$ cat src/rtl/mbp_pkg.sv
// ----------------------------------------------------------------------------
// MSB-first bit packer package
// Request codes and sizing constants shared by the packer and its checker.
// ----------------------------------------------------------------------------
package mbp_pkg;

    localparam int BLOCK_BYTES_DEF = 64;
    localparam int BYTE_W          = 8;
    localparam int CODE_W          = 32;

    typedef enum logic [1:0] {
        REQ_APPEND = 2'd0,
        REQ_CLEAR  = 2'd1,
        REQ_FLUSH  = 2'd2
    } t_req;

endpackage

$ cat src/rtl/mbp_ram.sv
// ----------------------------------------------------------------------------
// Generic simple dual-port RAM
// One write port and one read port with registered read data.
// ----------------------------------------------------------------------------
module mbp_ram #(
    parameter int WIDTH = 8,
    parameter int DEPTH = 64
) (
    input  logic                     i_clk,
    input  logic                     i_we,
    input  logic [$clog2(DEPTH)-1:0] i_waddr,
    input  logic [WIDTH-1:0]         i_wdata,
    input  logic [$clog2(DEPTH)-1:0] i_raddr,
    output logic [WIDTH-1:0]         o_rdata
);

    logic [WIDTH-1:0] r_mem [DEPTH];
    logic [WIDTH-1:0] r_rdata;

    always_ff @(posedge i_clk) begin
        if (i_we) begin
            r_mem[i_waddr] <= i_wdata;
        end
        r_rdata <= r_mem[i_raddr];
    end

    assign o_rdata = r_rdata;

endmodule

$ cat src/rtl/msb_first_bit_packer_top.sv
// ----------------------------------------------------------------------------
// MSB-first variable-length bit packer
// An append of n code bits keeps busy high while a single shifter places the
// bytes it touches, one to five of them, into the block RAM at one byte per
// cycle. A zero-length or dropped append and a clear finish in the start
// cycle. A flush of L bytes keeps busy high while the RAM gives one byte per
// cycle and then while the drain state clears the block; the first byte is
// strobed on o_valid from the valid register that the flush state loads. The
// receiver cannot stall: each byte is shown for exactly one cycle.
// ----------------------------------------------------------------------------
module msb_first_bit_packer_top #(
    parameter int BLOCK_BYTES = mbp_pkg::BLOCK_BYTES_DEF
) (
    input  logic        i_clk,
    input  logic        i_rst_n,
    input  logic        start,
    output logic        busy,
    input  logic [1:0]  i_req_type,
    input  logic [31:0] i_code_bits,
    input  logic [5:0]  i_code_length,
    input  logic [6:0]  i_block_length,
    output logic        o_valid,
    output logic [7:0]  o_byte_out,
    output logic        o_last_byte,
    output logic        o_overflowed
);

    localparam int AW = $clog2(BLOCK_BYTES);
    localparam int UW = $clog2(BLOCK_BYTES + 1);

    typedef enum logic [3:0] {
        S_IDLE   = 4'b0001,
        S_APPEND = 4'b0010,
        S_FLUSH  = 4'b0100,
        S_DRAIN  = 4'b1000
    } t_state;

    t_state                      r_state, n_state;
    logic [UW-1:0]               r_used, n_used;
    logic [2:0]                  r_free, n_free;
    logic                        r_ovf, n_ovf;
    logic [mbp_pkg::CODE_W-1:0]  r_code, n_code;
    logic [5:0]                  r_bits_left, n_bits_left;
    logic [mbp_pkg::BYTE_W-1:0]  r_part, n_part;
    logic [AW-1:0]               r_idx, n_idx;
    logic [AW-1:0]               r_last_idx, n_last_idx;
    logic                        r_p_vld, n_p_vld;
    logic                        r_p_last, n_p_last;
    logic                        r_p_zero, n_p_zero;

    logic                        w_accept;
    logic [5:0]                  w_len_in;
    logic [5:0]                  w_free_ext;
    logic [5:0]                  w_over;
    logic [2:0]                  w_need;
    logic [UW:0]                 w_sum;
    logic                        w_fits;
    logic [6:0]                  w_blk_m1;

    logic                        w_merge;
    logic [3:0]                  w_slot;
    logic [3:0]                  w_take;
    logic [5:0]                  w_amt;
    logic [mbp_pkg::CODE_W+7:0]  w_shifted;
    logic [7:0]                  w_mask;
    logic [7:0]                  w_byte;
    logic [5:0]                  w_bits_rem;
    logic [3:0]                  w_free_rem;
    logic                        w_we;
    logic [AW-1:0]               w_waddr;
    logic [7:0]                  w_rdata;

    assign w_accept   = start && !busy;
    assign w_len_in   = (i_code_length > 6'd32) ? 6'd32 : i_code_length;
    assign w_free_ext = {3'b000, r_free};
    assign w_over     = w_len_in - w_free_ext + 6'd7;
    assign w_need     = (w_len_in <= w_free_ext) ? 3'd0 : w_over[5:3];
    assign w_sum      = (UW + 1)'(r_used) + (UW + 1)'(w_need);
    assign w_fits     = (w_sum <= (UW + 1)'(BLOCK_BYTES));

    always_comb begin
        if (i_block_length == 7'd0) begin
            w_blk_m1 = 7'd0;
        end else if (i_block_length > 7'(BLOCK_BYTES)) begin
            w_blk_m1 = 7'(BLOCK_BYTES - 1);
        end else begin
            w_blk_m1 = i_block_length - 7'd1;
        end
    end

    // The shared shifter places the next slice of the code into one byte.
    assign w_merge    = (r_free != 3'd0) && (r_used != '0);
    assign w_slot     = w_merge ? {1'b0, r_free} : 4'd8;
    assign w_take     = (r_bits_left < {2'b00, w_slot}) ? r_bits_left[3:0] : w_slot;
    assign w_amt      = r_bits_left + 6'd8 - {2'b00, w_slot};
    assign w_shifted  = {r_code, 8'h00} >> w_amt;
    assign w_mask     = 8'hFF >> (4'd8 - w_slot);
    assign w_byte     = (w_shifted[7:0] & w_mask) | (w_merge ? r_part : 8'h00);
    assign w_bits_rem = r_bits_left - {2'b00, w_take};
    assign w_free_rem = w_slot - w_take;
    assign w_we       = (r_state == S_APPEND);
    assign w_waddr    = w_merge ? AW'(r_used - UW'(1)) : AW'(r_used);

    always_comb begin
        n_state     = r_state;
        n_used      = r_used;
        n_free      = r_free;
        n_ovf       = r_ovf;
        n_code      = r_code;
        n_bits_left = r_bits_left;
        n_part      = r_part;
        n_idx       = r_idx;
        n_last_idx  = r_last_idx;
        n_p_vld     = 1'b0;
        n_p_last    = r_p_last;
        n_p_zero    = r_p_zero;
        case (r_state)
            S_IDLE: begin
                if (w_accept) begin
                    case (mbp_pkg::t_req'(i_req_type))
                        mbp_pkg::REQ_APPEND: begin
                            if (w_len_in != 6'd0) begin
                                if (!w_fits) begin
                                    n_ovf = 1'b1;
                                end else begin
                                    n_code      = i_code_bits;
                                    n_bits_left = w_len_in;
                                    n_state     = S_APPEND;
                                end
                            end
                        end
                        mbp_pkg::REQ_CLEAR: begin
                            n_used = '0;
                            n_free = 3'd0;
                            n_ovf  = 1'b0;
                        end
                        mbp_pkg::REQ_FLUSH: begin
                            n_idx      = '0;
                            n_last_idx = w_blk_m1[AW-1:0];
                            n_state    = S_FLUSH;
                        end
                        default: begin
                        end
                    endcase
                end
            end
            S_APPEND: begin
                n_bits_left = w_bits_rem;
                n_free      = w_free_rem[2:0];
                n_part      = w_byte;
                if (!w_merge) begin
                    n_used = r_used + UW'(1);
                end
                if (w_bits_rem == 6'd0) begin
                    n_state = S_IDLE;
                end
            end
            S_FLUSH: begin
                n_p_vld  = 1'b1;
                n_p_last = (r_idx == r_last_idx);
                n_p_zero = (UW'(r_idx) >= r_used);
                n_idx    = r_idx + AW'(1);
                if (r_idx == r_last_idx) begin
                    n_state = S_DRAIN;
                end
            end
            S_DRAIN: begin
                n_used  = '0;
                n_free  = 3'd0;
                n_ovf   = 1'b0;
                n_state = S_IDLE;
            end
            default: begin
                n_state = S_IDLE;
            end
        endcase
    end

    always_ff @(posedge i_clk) begin
        if (!i_rst_n) begin
            r_state <= S_IDLE;
            r_used  <= '0;
            r_free  <= 3'd0;
            r_ovf   <= 1'b0;
            r_p_vld <= 1'b0;
        end else begin
            r_state <= n_state;
            r_used  <= n_used;
            r_free  <= n_free;
            r_ovf   <= n_ovf;
            r_p_vld <= n_p_vld;
        end
    end

    always_ff @(posedge i_clk) begin
        r_code      <= n_code;
        r_bits_left <= n_bits_left;
        r_part      <= n_part;
        r_idx       <= n_idx;
        r_last_idx  <= n_last_idx;
        r_p_last    <= n_p_last;
        r_p_zero    <= n_p_zero;
    end

    mbp_ram #(
        .WIDTH (mbp_pkg::BYTE_W),
        .DEPTH (BLOCK_BYTES)
    ) u_store (
        .i_clk   (i_clk),
        .i_we    (w_we),
        .i_waddr (w_waddr),
        .i_wdata (w_byte),
        .i_raddr (r_idx),
        .o_rdata (w_rdata)
    );

    assign busy         = (r_state != S_IDLE);
    assign o_valid      = r_p_vld;
    assign o_byte_out   = r_p_zero ? 8'h00 : w_rdata;
    assign o_last_byte  = r_p_last;
    assign o_overflowed = r_ovf;

endmodule

$ cat config.mk
export PLATFORM = sky130hd
export DESIGN_NAME = msb_first_bit_packer_top
export DESIGN_NICKNAME = d
export VERILOG_FILES = /design/src/rtl/mbp_pkg.sv /design/src/rtl/mbp_ram.sv /design/src/rtl/msb_first_bit_packer_top.sv
export SDC_FILE = /design/constraint.sdc
export NUM_CORES = 1
export LEC_CHECK = 0
export BUFFER_PORTS_ARGS = -buffer_cell sky130_fd_sc_hd__buf_2
export CORE_MARGIN = 2
export CORE_UTILIZATION = 30
export DETAILED_ROUTE_END_ITERATION = 7
export GPL_TIMING_DRIVEN = 0
export PLACE_DENSITY = 0.55
export SETUP_SLACK_MARGIN = 0.1
export SYNTH_ARGS = -nofsm -noshare
export SYNTH_HDL_FRONTEND = slang
export SYNTH_SLANG_ARGS = --single-unit
$ cat constraint.sdc
create_clock -name i_clk -period 14 [get_ports i_clk]
set_input_delay 0.7 -clock i_clk [delete_from_list [all_inputs] [get_ports i_clk]]
set_output_delay 0.7 -clock i_clk [all_outputs]
set_load 0.01 [all_outputs]
==> run metrics <==
cts hold-fix bufs=0; hold_sp=i_code_bits[9]; Design Area, Final=30,000 sq um; synth unique cells=66; WL final=62,000 um; postcts setup bufs=0; maximum vdd drop=0.0932 mV; area delta synth->final=15.7%; Tmin final=6.28 ns; root buffer cell=clkbuf_16; M3 GR Usage=2.58%; worst-path fanout max=15; Hold Crit Depth=1; ANT nets after route=0; EDFF count, synth=572; Yosys reg bits=596; Pre-antenna DRT Iters=5; Die ar.=88,900 sq um; gr usage total=14.0%; I/O pins=62; Max Cap Viol=0; core box area=85,400 sq um; met2 usage=23.2%; GP Congestion=0.824; cts repair resizes=0; area fraction of the dominant cell type after synthesis=66.1%; Place WS=7.76 ns; flop2flop setup slack=7.72 ns; critical path's largest stage delay=0.70 ns; synthesized instance count=1,476; Antenna Cells=0; Pwr Total=4.01 mW; Worst setup SP type=flip-flop; Die H=298 um; Mapped Avg Cell Area=17.6 sq um; first-pass GRT wire length=94,300 um; clock buffer depth=3; P_int=3.12 mW; Synth top cells by count=edfxtp_1 (572), mux4_2 (163), nor2_1 (110); end of the worst hold path=r_code[9]; fin crit share=44.9%; Worst EP required=14.42 ns; Sw Ratio=22.1%; Synth Cell Area=26,000 sq um; HPWL Detailed=43,300 um; final hold violation count=0; Vias/cell=5.00; Synth area leaders=edfxtp_1 (66%), mux4_2 (14%), mux2i_1 (1.9%); Final TNS setup=0 ns; via count=14,000; CP bufs+invs=7; Synth Flop Type=edfxtp_1; final net count=1,712; post-synthesis sequential area ratio=68.0%; fin worst setup slack=7.72 ns; headroom to the max-slew limit=24.6%; Critical Path Sink Type=flip-flop; largest area contributor in the netlist=edfxtp_1; cells on worst reg2reg path=17; outcome=completed; largest net degree at the start of global routing=66; # H-tree levels=3; Initial Util=30.4%; clk_lat worst skew=0.60 ns; Slew Viols, Final=0; achievable frequency=159 MHz; combinational power share=6.8%; Site Rows=107; syn_nets=1,571; WL per Instance=22.1 um; P_leak=9.78 nW; Crit path max-delay family=compound AO/OA/AOI/OAI gates; Worst-path clk slew=0.06 ns; r2r endpoint=u_store.r_mem[4][4]; Yosys Warn Count=0; vias in the first global route=14,800; r2r startpoint=r_used[0]; sequential share of power=50.8%; die width=298 um; cell chain of the critical path=clkbuf_1 > inv_1 > ha_1 > buf_4 > or3b_2 > o21ai_0 > ha_1 > inv_1 > fa_1 > a21oi_2 > xor2_2 > nand2_1 > or3_1 > o211ai_1 > buf_4 > buf_4 > buf_4; Num CTS Buffers=66; Post-route DRC=0; share of cells above drive strength 1=24.4%; CTS tree=built; Setup Viol. Count Final=0; crit-path most repeated cell=buf_4; WP data arrival=6.70 ns; Post-synth ARST share=0%; worst hold path type=in -> reg; dpl cell area=27,900 sq um; I/O Buffers=60; Clk pwr share=42.5%; CTS sink cnt=596; RSZ-0062 raised after global routing=no; antenna violations before repair=1; PD cells=133 nW/um^2; clk_skew=0.0220 ns; CP Class=reg -> reg; Slew @ Worst Pin=1.12 ns; Switch Pwr=0.885 mW; Top Usage Layer GRT=met2; slowest CP cell=o21ai_0; met1 usage=19.0%; GRT Residual Overflow=0; DRT iter0 DRCs=1,224; most common cell in the netlist=edfxtp_1
## power groups by stage
stage	combinational, mW	sequential [mW]	clock (mW)
final	0.271	2.03	1.70
after global placement	0.239	2.09	0
after global routing	0.296	2.03	1.80
after floorplan	0.149	2.08	0
after detailed placement	0.273	2.07	0
after CTS	0.274	2.03	1.74
## area by class of cell
| class | instances | area [sq um] |
|---|---|---|
| multi-input cells | 771 | 7860 |
| clock buffers | 77 | 1740 |
| clock inverters | 40 | 385 |
| repair buffers | 73 | 483 |
| flip-flops and latches | 596 | 17700 |
| inverters | 40 | 150 |
| well taps | 1144 | 1430 |
| plain buffers | 69 | 340 |
| fillers | 8163 | 55400 |
## stage by stage
stage | hold slack (ns) | instances | util, %
4_1_cts | 0.244 | 2810 | 35.2
6_report | 0.274 | 2810 | 35.2
3_3_place_gp | 0.472 | 2680 | 32.4
3_5_place_dp | 0.484 | 2693 | 32.7
2_1_floorplan | 0.489 | 1476 | -
5_1_grt | 0.254 | 2810 | 35.2
## worst reg2reg max path, cell delays in order, from the launching register on
cell and delay (ns):
dfxtp_1 0.36, clkbuf_1 0.24, inv_1 0.19, ha_1 0.18
buf_4 0.16, or3b_2 0.54, o21ai_0 0.70, ha_1 0.31
inv_1 0.07, fa_1 0.58, a21oi_2 0.26, xor2_2 0.46
nand2_1 0.22, or3_1 0.42, o211ai_1 0.62, buf_4 0.34
buf_4 0.23, buf_4 0.23
## placed cells by master (no fill, tap or decap), drive strengths merged, types with 13 or more instances in the layout
cell type  netlist  final
nor3            20     20
ha              39     39
edfxtp         572    572
nand2           79     79
mux2i           50     50
xor2            15     15
clkbuf          21     98
dfxtp           24     24
xnor2           17     17
nor2b           20     20
mux4           163    163
nand3           13     13
o22ai           17     17
o21ai           32     32
a21oi           19     19
buf             48    121
nor2           110    110
clkinv           3     34
mux2            18     18
o211ai          13     13
inv             37     38
## routing by layer
| layer | routed length [um] | share of wire [%] |
|---|---|---|
| met5 | 0 | 0 |
| met4 | 1340 | 2.2 |
| met3 | 3590 | 5.8 |
| met2 | 30500 | 49 |
| met1 | 26700 | 43 |
## cells by family after synthesis
family | count (synthesis) | share of synthesized area (%)
buf+inv | 109 | 1.89
mux | 231 | 16.8
compound gates | 147 | 3.98
fa+ha+maj | 47 | 2.42
simple gates | 314 | 5.74
xor+xnor | 32 | 1.14
flops | 596 | 68.0
## flip-flops by register name, summed over array words and instances (netlist names), 6 cells and up
register,cells
r_part,8
r_idx,6
r_bits_left,6
u_store.r_mem,512
r_code,32
u_store.o_rdata,8
r_used,7
r_last_idx,6
## how the worst max path moves through the flow
| stage | endpoint | cells after the start | startpoint |
|---|---|---|---|
| 2_1_floorplan | r_part[7] | 13 | r_used[0] |
| 3_3_place_gp | u_store.r_mem[28][4] | 14 | r_used[0] |
| 3_5_place_dp | u_store.r_mem[28][1] | 16 | r_used[0] |
| 4_1_cts | u_store.r_mem[5][1] | 16 | r_used[0] |
| 5_1_grt | u_store.r_mem[4][4] | 17 | r_used[0] |
| 6_report | u_store.r_mem[4][4] | 17 | r_used[0] |
No activity file was read; power rests on OpenSTA's default activity.
